**src/rtl/oa4_pkg.sv**
```systemverilog
package oa4_pkg;

    // item kinds
    localparam logic KIND_START = 1'b0;
    localparam logic KIND_DATA  = 1'b1;

    // option type, capability code and AS4 capability length values
    localparam logic [7:0] OPT_CAPABILITY = 8'd2;
    localparam logic [7:0] CAP_AS4        = 8'd65;
    localparam logic [7:0] CAP_AS4_LEN    = 8'd4;

    // byte counter saturation point
    localparam logic [8:0] BYTES_SAT = 9'd256;

    typedef enum logic [3:0] {
        PH_OPT_TYPE = 4'd0,
        PH_OPT_LEN  = 4'd1,
        PH_OPT_SKIP = 4'd2,
        PH_CAP_CODE = 4'd3,
        PH_CAP_LEN  = 4'd4,
        PH_CAP_SKIP = 4'd5,
        PH_AS_BYTES = 4'd6,
        PH_ENDED    = 4'd7
    } phase_t;

    typedef struct packed {
        logic       kind;
        logic [7:0] value;
        logic       last;
    } in_item_t;

    typedef struct packed {
        logic [31:0] as_number;
        logic        found;
    } out_item_t;

endpackage

```
**src/rtl/open_option_as4_capability_scan.sv**
```systemverilog
// an item marked last loads the input register at its accepting edge, then steps the
// scan into the result register once that register is free or being drained
// throughput: one item per cycle; the input stalls only while a last item waits on
// an occupied result register that is not being drained
// reset: aresetn low at a clock edge empties both registers and restarts the scan
module open_option_as4_capability_scan (
    input  logic                aclk,
    input  logic                aresetn,
    input  logic                s_valid,
    output logic                s_ready,
    input  oa4_pkg::in_item_t   s_item,
    output logic                m_valid,
    input  logic                m_ready,
    output oa4_pkg::out_item_t  m_item
);
    import oa4_pkg::*;

    // input register
    logic      in_valid_reg, in_valid_next;
    in_item_t  in_item_reg, in_item_next;

    // result register
    logic      m_valid_reg, m_valid_next;
    out_item_t m_item_reg, m_item_next;

    logic      advance;
    out_item_t step_result;

    // the held item steps the scan unless it carries a result and the
    // result register is occupied and not being drained
    assign advance = in_valid_reg &&
                     (!in_item_reg.last || !m_valid_reg || m_ready);
    assign s_ready = !in_valid_reg || advance;

    always_comb begin
        in_valid_next = in_valid_reg;
        in_item_next  = in_item_reg;
        if (s_ready) begin
            in_valid_next = s_valid;
            if (s_valid) begin
                in_item_next = s_item;
            end
        end
    end

    // per-byte option and capability parse
    oa4_scan u_scan (
        .aclk        (aclk),
        .aresetn     (aresetn),
        .step_valid  (advance),
        .step_item   (in_item_reg),
        .step_result (step_result)
    );

    always_comb begin
        m_valid_next = m_valid_reg;
        m_item_next  = m_item_reg;
        if (m_valid_reg && m_ready) begin
            m_valid_next = 1'b0;
        end
        // only items marked last produce a result
        if (advance && in_item_reg.last) begin
            m_valid_next = 1'b1;
            m_item_next  = step_result;
        end
    end

    always_ff @(posedge aclk) begin
        if (!aresetn) begin
            in_valid_reg <= 1'b0;
            m_valid_reg  <= 1'b0;
        end else begin
            in_valid_reg <= in_valid_next;
            m_valid_reg  <= m_valid_next;
        end
    end

    // payload registers, no reset needed
    always_ff @(posedge aclk) begin
        in_item_reg <= in_item_next;
        m_item_reg  <= m_item_next;
    end

    assign m_valid = m_valid_reg;
    assign m_item  = m_item_reg;

    // a result without a found capability carries a zero AS number
    a_zero_when_missing: assert property (@(posedge aclk) disable iff (!aresetn)
        (m_valid_reg && !m_item_reg.found) |-> m_item_reg.as_number == 32'd0)
        else $error("nonzero as number without found");

    // a last item that steps the scan always lands in the result register
    a_last_gives_result: assert property (@(posedge aclk) disable iff (!aresetn)
        (advance && in_item_reg.last) |=> m_valid_reg)
        else $error("last item lost its result");

    // backpressure toward the source only when a held last item waits on an occupied, undrained result register
    a_ready_low_held: assert property (@(posedge aclk) disable iff (!aresetn)
        !s_ready |-> (in_valid_reg && in_item_reg.last && m_valid_reg && !m_ready))
        else $error("input stalled without cause");

endmodule

```
**src/rtl/oa4_scan.sv**
```systemverilog
module oa4_scan (
    input  logic                aclk,
    input  logic                aresetn,
    input  logic                step_valid,
    input  oa4_pkg::in_item_t   step_item,
    output oa4_pkg::out_item_t  step_result
);
    import oa4_pkg::*;

    logic [7:0]  area_length_reg, area_length_next;
    logic [8:0]  bytes_seen_reg, bytes_seen_next;
    phase_t      phase_reg, phase_next;
    logic [8:0]  option_end_reg, option_end_next;
    logic [8:0]  capability_end_reg, capability_end_next;
    logic [7:0]  skip_remaining_reg, skip_remaining_next;
    logic [7:0]  held_type_reg, held_type_next;
    logic [31:0] as_acc_reg, as_acc_next;
    logic        as_done_reg, as_done_next;

    phase_t      ph;
    logic [7:0]  b;
    logic [9:0]  p_plus2;
    logic [9:0]  p_plus1_b;
    logic [9:0]  area_ext;
    logic [9:0]  opt_end_ext;
    logic [7:0]  skip_dec;
    logic        result_ok;

    assign b           = step_item.value;
    assign p_plus2     = {1'b0, bytes_seen_reg} + 10'd2;
    assign p_plus1_b   = {1'b0, bytes_seen_reg} + 10'd1 + {2'b00, b};
    assign area_ext    = {2'b00, area_length_reg};
    assign opt_end_ext = {1'b0, option_end_reg};
    assign skip_dec    = skip_remaining_reg - 8'd1;

    // effective phase after the end-of-option and end-of-area checks
    always_comb begin
        ph = phase_reg;
        if (ph == PH_CAP_CODE && bytes_seen_reg >= option_end_reg) begin
            ph = PH_OPT_TYPE;
        end
        if (ph == PH_OPT_TYPE && bytes_seen_reg >= {1'b0, area_length_reg}) begin
            ph = PH_ENDED;
        end
    end

    always_comb begin
        area_length_next    = area_length_reg;
        bytes_seen_next     = bytes_seen_reg;
        phase_next          = phase_reg;
        option_end_next     = option_end_reg;
        capability_end_next = capability_end_reg;
        skip_remaining_next = skip_remaining_reg;
        held_type_next      = held_type_reg;
        as_acc_next         = as_acc_reg;
        as_done_next        = as_done_reg;

        if (step_valid) begin
            if (step_item.kind == KIND_START) begin
                area_length_next    = b;
                bytes_seen_next     = '0;
                phase_next          = PH_OPT_TYPE;
                option_end_next     = '0;
                capability_end_next = '0;
                skip_remaining_next = '0;
                held_type_next      = '0;
                as_acc_next         = '0;
                as_done_next        = 1'b0;
            end else begin
                phase_next = ph;
                unique case (ph)
                    PH_OPT_TYPE: begin
                        if (p_plus2 > area_ext) begin
                            phase_next = PH_ENDED;
                        end else begin
                            held_type_next = b;
                            phase_next     = PH_OPT_LEN;
                        end
                    end
                    PH_OPT_LEN: begin
                        if (p_plus1_b > area_ext) begin
                            phase_next = PH_ENDED;
                        end else begin
                            option_end_next = p_plus1_b[8:0];
                            if (held_type_reg == OPT_CAPABILITY) begin
                                phase_next = PH_CAP_CODE;
                            end else if (b == 8'd0) begin
                                phase_next = PH_OPT_TYPE;
                            end else begin
                                skip_remaining_next = b;
                                phase_next          = PH_OPT_SKIP;
                            end
                        end
                    end
                    PH_OPT_SKIP: begin
                        skip_remaining_next = skip_dec;
                        if (skip_dec == 8'd0) begin
                            phase_next = PH_OPT_TYPE;
                        end
                    end
                    PH_CAP_CODE: begin
                        if (p_plus2 > opt_end_ext) begin
                            phase_next = PH_ENDED;
                        end else begin
                            held_type_next = b;
                            phase_next     = PH_CAP_LEN;
                        end
                    end
                    PH_CAP_LEN: begin
                        if (p_plus1_b > opt_end_ext) begin
                            phase_next = PH_ENDED;
                        end else if (held_type_reg == CAP_AS4) begin
                            if (b != CAP_AS4_LEN) begin
                                phase_next = PH_ENDED;
                            end else begin
                                as_acc_next         = '0;
                                skip_remaining_next = CAP_AS4_LEN;
                                phase_next          = PH_AS_BYTES;
                            end
                        end else if (b == 8'd0) begin
                            phase_next = PH_CAP_CODE;
                        end else begin
                            capability_end_next = p_plus1_b[8:0];
                            phase_next          = PH_CAP_SKIP;
                        end
                    end
                    PH_CAP_SKIP: begin
                        if (({1'b0, bytes_seen_reg} + 10'd1) >=
                            {1'b0, capability_end_reg}) begin
                            phase_next = PH_CAP_CODE;
                        end
                    end
                    PH_AS_BYTES: begin
                        as_acc_next         = {as_acc_reg[23:0], b};
                        skip_remaining_next = skip_dec;
                        if (skip_dec == 8'd0) begin
                            as_done_next = 1'b1;
                            phase_next   = PH_ENDED;
                        end
                    end
                    default: begin
                        phase_next = PH_ENDED;
                    end
                endcase

                if (bytes_seen_reg != BYTES_SAT) begin
                    bytes_seen_next = bytes_seen_reg + 9'd1;
                end
            end
        end
    end

    // result as seen after this item's update
    assign result_ok = (bytes_seen_next >= {1'b0, area_length_next}) && as_done_next;

    always_comb begin
        step_result.found     = result_ok;
        step_result.as_number = result_ok ? as_acc_next : '0;
    end

    always_ff @(posedge aclk) begin
        if (!aresetn) begin
            area_length_reg    <= '0;
            bytes_seen_reg     <= '0;
            phase_reg          <= PH_OPT_TYPE;
            option_end_reg     <= '0;
            capability_end_reg <= '0;
            skip_remaining_reg <= '0;
            held_type_reg      <= '0;
            as_acc_reg         <= '0;
            as_done_reg        <= 1'b0;
        end else begin
            area_length_reg    <= area_length_next;
            bytes_seen_reg     <= bytes_seen_next;
            phase_reg          <= phase_next;
            option_end_reg     <= option_end_next;
            capability_end_reg <= capability_end_next;
            skip_remaining_reg <= skip_remaining_next;
            held_type_reg      <= held_type_next;
            as_acc_reg         <= as_acc_next;
            as_done_reg        <= as_done_next;
        end
    end

    // a completed AS number always leaves the scan in its ended phase
    a_done_ended: assert property (@(posedge aclk) disable iff (!aresetn)
        as_done_reg |-> phase_reg == PH_ENDED)
        else $error("as number done but scan not ended");

    // the byte counter never passes its saturation point
    a_bytes_sat: assert property (@(posedge aclk) disable iff (!aresetn)
        bytes_seen_reg <= BYTES_SAT)
        else $error("byte counter past saturation");

    // the phase register only ever holds a defined phase
    a_phase_known: assert property (@(posedge aclk) disable iff (!aresetn)
        phase_reg <= PH_ENDED)
        else $error("phase register holds an unused code");

endmodule
```
**config.mk**
```make
export PLATFORM = sky130hd
export DESIGN_NAME = open_option_as4_capability_scan
export DESIGN_NICKNAME = d
export VERILOG_FILES = /design/src/rtl/oa4_pkg.sv /design/src/rtl/open_option_as4_capability_scan.sv /design/src/rtl/oa4_scan.sv
export SDC_FILE = /design/constraint.sdc
export NUM_CORES = 1
export LEC_CHECK = 0
export ABC_AREA = 1
export BUFFER_PORTS_ARGS = -buffer_cell sky130_fd_sc_hd__clkbuf_2
export CAP_MARGIN = 20
export CORE_UTILIZATION = 55
export CTS_BUF_LIST = sky130_fd_sc_hd__clkbuf_4
export DETAILED_ROUTE_END_ITERATION = 12
export HOLD_SLACK_MARGIN = 0.08
export PLACE_DENSITY = 0.7
export SKIP_LAST_GASP = 1
export SLEW_MARGIN = 25
export SYNTH_ARGS = -nofsm -noshare
export SYNTH_HDL_FRONTEND = slang
export SYNTH_SLANG_ARGS = --single-unit
```
**constraint.sdc**
```tcl
create_clock -name aclk -period 4.58 [get_ports aclk]
set_clock_uncertainty 0.1 [all_clocks]
set_input_delay 0.916 -clock aclk [delete_from_list [all_inputs] [get_ports aclk]]
set_output_delay 0.916 -clock aclk [all_outputs]
set_load 0.03 [all_outputs]
```
After elaboration in Yosys (flattened, before gate mapping)
Cells that the tools add are included.
Word-level totals
  word-level logic and storage cells: 132
  flip-flop bits (word level): 133
  output and inout port bits: 35
Operators by class
  reduce and logical (&&, ||, !) cells: 23
  mux-type cells: 53
  $lt $le $gt $ge: 8
  add/subtract/negate cells: 5
  eq/ne operators: 27
Operators by type and width (number)
  2-to-1 mux 32 bit: 5
  2-to-1 mux 9 bit: 11
  2-to-1 mux 8 bit: 12
  case mux 32 bit (2 select lines): 1
  2-to-1 mux 4 bit: 10
  case mux 4 bit (7 select lines): 1
  case mux 8 bit (3 select lines): 1
  != test 3 bit, second input constant: 7
  > comparator 10 x 8 -> 1 bit: 2
  > comparator 10 x 9 -> 1 bit: 2
  >= comparator 9 x 8 -> 1 bit: 2
  zero test 8 bit: 2
  case mux 8 bit (2 select lines): 1
  equality test 4 x 2 -> 1 bit, second input constant: 3
  equality test 4 x 3 -> 1 bit, second input constant: 3
  adder 10 x 8 -> 10 bit: 1
  adder 9 x 1 -> 10 bit, second input constant: 1
  adder 9 x 2 -> 10 bit, second input constant: 1
  >= comparator 10 x 9 -> 1 bit: 1
  adder 9 x 1 -> 9 bit, second input constant: 1
  >= comparator 9 bit: 1
  != test 9 bit, second input constant: 1
  equality test 8 x 2 -> 1 bit, second input constant: 1
  equality test 8 x 7 -> 1 bit, second input constant: 1
  22 further kinds: 44

Longest topological paths before layout
  word-level depth: 11
  mapped depth: 29
  gate-level depth less buffers: 29

By module
Synthesis repeated with hierarchy kept, for this count alone.
Unflattened totals
  cell total of the unflattened synthesis: 1140
  area, all modules: 8528.2 um2
Modules (own cells, without submodules)
  oa4_scan: sequential area each 1761.7 um2, cells each 1079, area an instance 7118.1 um2, instances 1
  open_option_as4_capability_scan: sequential area each 1331.3 um2, cells each 61, area an instance 1410.1 um2, instances 1

Worst setup path before layout
No wires, ideal clock.
  kind: flip-flop to flip-flop
  start point: reg u_scan.bytes_seen_reg[2]
  end point: reg m_item_reg (netlist bit m_item[24]) (data pin)
  arrival time: 3.487 ns
  setup slack: 0.735 ns
  cell stages (with the launch flop): 28
  clock period less this slack: 3.845 ns
  path buffers: 1
  setup time: 0.257 ns
  data required time: 4.223 ns
  cells stage by stage: dfxtp_1 > ha_1 > nand3_1 > xor2_1 > nor2_1 > a21oi_1 > ha_1 > nand2_1 > inv_1 > a21oi_1 > nand2_1 > or2_2 > nand2_1 > inv_1 > ha_1 > a21oi_1 > nand2_1 > nand2_1 > nand2_1 > nand2_1 > nand3_4 > nand2_4 > nand2_8 > buf_12 > nand2_1 > o21ai_2 > nand2_2 > a21oi_2
On the way
  word-level cells in the longest chain between the ends: 11
RTL lines
  start, declared: RTL line oa4_scan.sv:11  | logic [8:0] bytes_seen_reg, bytes_seen_next;
  start signal, assigned: RTL line oa4_scan.sv:174  | bytes_seen_reg <= bytes_seen_next;
  parallel branches: the longest is 11 deep, another holds adder 9 x 1 -> 10 bit
  end signal, assigned: RTL line open_option_as4_capability_scan.sv:81  | m_item_reg <= m_item_next;
  end, declared: RTL line open_option_as4_capability_scan.sv:24  | out_item_t m_item_reg, m_item_next;
Several ways; the timed one is not identified.
A chain may end at the register's enable or synchronous reset.

Final worst setup path
  start point: reg u_scan.bytes_seen_reg[1]
  end point: reg m_item_reg (netlist bit m_item[21]) (data pin)
The elaborated chain is that of the path after synthesis.

==> flow_summary.json <==
{
  "status": "completed",
  "whs_path_depth": 2,
  "cts_buffers": 17,
  "via_per_inst": 5.41,
  "die_h_um": 128,
  "drc": 0,
  "rrSetupSlack_ns": 0.33,
  "ys_seq_elements": 133,
  "regArea_um2": 3100,
  "dp_hpwl_mm": 16.6,
  "detail_route.first_pass.iterations": 5,
  "fillers": 1431,
  "fmax_mhz": 235,
  "die-area_um2": 16300,
  "yosys_warnings": 0,
  "crit_buf_inv": 3,
  "setup_viol": 0,
  "yosysTopAreaCell": "dfxtp_1",
  "synth_edf_count": 43,
  "hold_buffers": 0,
  "p_sw_w": 0.000984,
  "fin_crit_ns": 4.25,
  "synth_area_per_cell_um2": 7.52,
  "initial_core_util_pct": 56.6,
  "worstPathArrival_ns": 4.49,
  "reg2reg_depth": 28,
  "drv_slew": 0,
  "root_buffer": "clkbuf_4",
  "worstMarginPinSlew_ns": 0.766,
  "grt_pass1_wl_mm": 36.5,
  "clock_latency_ns": 0.59,
  "r2r_end": "m_item[21]",
  "p_leak_nw": 4.08,
  "min_period_over_period_pct": 92.8,
  "power_frac_comb_pct": 22.8,
  "post-place-ws_ns": 0.190,
  "start_kind": "flop",
  "place_congestion": 0.939,
  "clkSlewWorstSetupHoldPaths_ns": 0.15,
  "cts.sinks": 133,
  "min-delay-start": "u_scan.skip_remaining_reg[6]",
  "crit_required_ns": 4.82,
  "seqPwrFrac_pct": 45.6,
  "cts_tree": "done",
  "grt_pass1_vias": 7129,
  "rr_startpoint": "u_scan.bytes_seen_reg[1]",
  "hold_path_class": "flop to flop",
  "p_sw_share_pct": 35.3,
  "rows": 45,
  "worst_setup_path_end_kind": "flop",
  "ant_nets": 0,
  "syn_inst": 1153,
  "syn_area_um2": 8670,
  "rsz0062_at_grt": "no",
  "placedCellCount": 1401,
  "grt_max_degree": 44,
  "cpLargestDelayFamily": "simple AND/OR/NAND/NOR gates",
  "routed_wl_mm": 22.6,
  "power.internal_w": 0.00181,
  "grtUsageTotal_pct": 29.0,
  "drive_gt1_share_pct": 16.5,
  "core_um2": 15300,
  "largest_reg_flops": 33,
  "yosysTopAreaCellShare_pct": 20.8,
  "powerDensity_nw_per_um2": 293,
  "synth_area_leaders": "dfxtp_1, edfxtp_1, ha_1, nand2_1, a21oi_1",
  "clk_path_buf_depth": 2,
  "pwr-share-clk_pct": 31.6,
  "yosysSeqAreaShare_pct": 35.7,
  "maxSlewHeadroom_pct": 48.5,
  "setup_tns_ns": 0,
  "synth_cell_types": 49,
  "grt_antenna_before_repair": 1,
  "finalHoldViolations": 0,
  "htreeDepth": 4,
  "power_w": 0.00279,
  "io_pins": 49,
  "wl_per_cell_um": 15.7,
  "multi_input_area_um2": 4830,
  "drt_iter0_drc": 686,
  "crit_type": "flop to flop",
  "max_stage_delay_ns": 0.39,
  "vias": 7768,
  "cp_slowest_cell": "dfxtp_2",
  "synth_flop_cell": "dfxtp_1",
  "whs_ns": 0.386,
  "drv_cap": 0,
  "fin_ws_ns": 0.330,
  "peakVddDrop_mv": 0.207,
  "nets": 1306,
  "fp.dieW_um": 128,
  "crit_top_cell": "nand2_1",
  "async_reset_ff_share_pct": 0,
  "portBuffers": 48,
  "area_growth_pct": 9.75,
  "crit_path_max_fanout": 16,
  "overflow": 0,
  "stdcell_count": 1436,
  "synthesis.nets": 1248,
  "min_to": "u_scan.skip_remaining_reg[6]"
}
[worst max-delay path by stage]
stage,start,to,slack [ns],depth (start not counted)
3_3_place_gp,u_scan.bytes_seen_reg[1],m_item[3],0.23,26
3_5_place_dp,u_scan.bytes_seen_reg[1],m_item[20],0.19,26
2_1_floorplan,u_scan.bytes_seen_reg[2],m_item[24],0.74,27
5_1_grt,u_scan.bytes_seen_reg[0],m_item[21],0.02,28
4_1_cts,u_scan.bytes_seen_reg[1],m_item[20],0.15,28
6_report,u_scan.bytes_seen_reg[1],m_item[21],0.33,28
[worst reg2reg max path, delay by kind of cell, from the launching register on]
kind | cells | cell delay [ns]
adder cells (fa/ha/maj) | 3 | 0.83
AO/OA/AOI/OAI | 4 | 0.51
AND/OR/NAND/NOR | 17 | 1.75
buffers and inverters | 3 | 0.17
XOR/XNOR | 1 | 0.25
flip-flops | 1 | 0.39
[cell families (layout without fill, tap and decap cells)]
family | after synthesis | in the layout | share of synthesized area (%)
other cells | 0 | 1 | 0
xor+xnor | 18 | 18 | 1.90
buf+inv | 189 | 259 | 9.16
fa+ha+maj | 81 | 81 | 11.8
simple gates | 520 | 521 | 28.5
flops | 133 | 133 | 35.7
compound gates | 211 | 211 | 12.9
mux | 1 | 1 | 0.115
[synth_stat cells, types with 3 or more instances]
| cell | count |
|---|---|
| buf_12 | 3 |
| nand2_4 | 6 |
| o21ai_1 | 32 |
| nor3_4 | 3 |
| inv_2 | 6 |
| o21ai_0 | 31 |
| clkbuf_1 | 20 |
| nand3_4 | 3 |
| nand3_1 | 66 |
| buf_2 | 9 |
| a21oi_1 | 132 |
| xor2_1 | 17 |
| ha_1 | 80 |
| dfxtp_1 | 90 |
| or2_2 | 3 |
| nor3_1 | 10 |
| nand2_2 | 40 |
| a21oi_2 | 3 |
| nor2_2 | 8 |
| edfxtp_1 | 43 |
| nand3_2 | 3 |
| inv_1 | 144 |
| nor2_1 | 82 |
| nand4_1 | 16 |
| nand2_1 | 261 |
| nor2_4 | 6 |
| nor4_1 | 8 |
[area by class of cell]
type,count,share of cell area [%]
Antenna cell,1,0.0263
Clock buffer,17,1.34
Clock inverter,15,1.97
Inverter,153,6.06
Multi-Input combinational cell,832,50.7
Sequential cell,133,32.5
Tap cell,211,2.77
Timing Repair Buffer,74,4.58
[metrics by stage]
stage,utilization (%),area [um2]
after floorplan,-,8670
after detailed placement,59.7,9150
final,62.1,9520
after CTS,61.8,9460
after global placement,59.7,9150
after global routing,62.1,9520
[cell usage in the layout, fill, tap and decap left out, types with 16 or more instances in the layout]
cell type  instances
o21ai_1           32
dfxtp_1           88
nand4_1           16
clkbuf_4          17
o21ai_0           31
nand2_1          261
xor2_1            16
nand2_2           40
nand3_1           66
a21oi_1          131
ha_1              79
buf_4             26
edfxtp_1          43
inv_1            144
nor2_1            82
clkbuf_2          48
[layer usage]
| layer | vias up | GRT usage, % | wire (um) |
|---|---|---|---|
| met1 | 3534 | 40.8 | 10800 |
| met4 | 0 | 8.68 | 394 |
| met2 | 262 | 45.3 | 9920 |
| li1 | 3934 | - | - |
| met5 | - | 0 | 0 |
| met3 | 38 | 5.40 | 1510 |
[power by group through the flow]
stage / sequential (W) / combinational [W] / clock [W]
after floorplan: 0.00131 / 0.000460 / 0
after global routing: 0.00128 / 0.000716 / 0.000930
after global placement: 0.00130 / 0.000612 / 0
after CTS: 0.00127 / 0.000623 / 0.000893
final: 0.00127 / 0.000636 / 0.000881
after detailed placement: 0.00130 / 0.000619 / 0
[what timing repair did]
item                       in CTS  in global routing
gates resized for setup         0                  6
setup endpoints to repair       0                 72
buffers inserted                0                  1
Note: power is estimated with default switching activity, not from simulation.
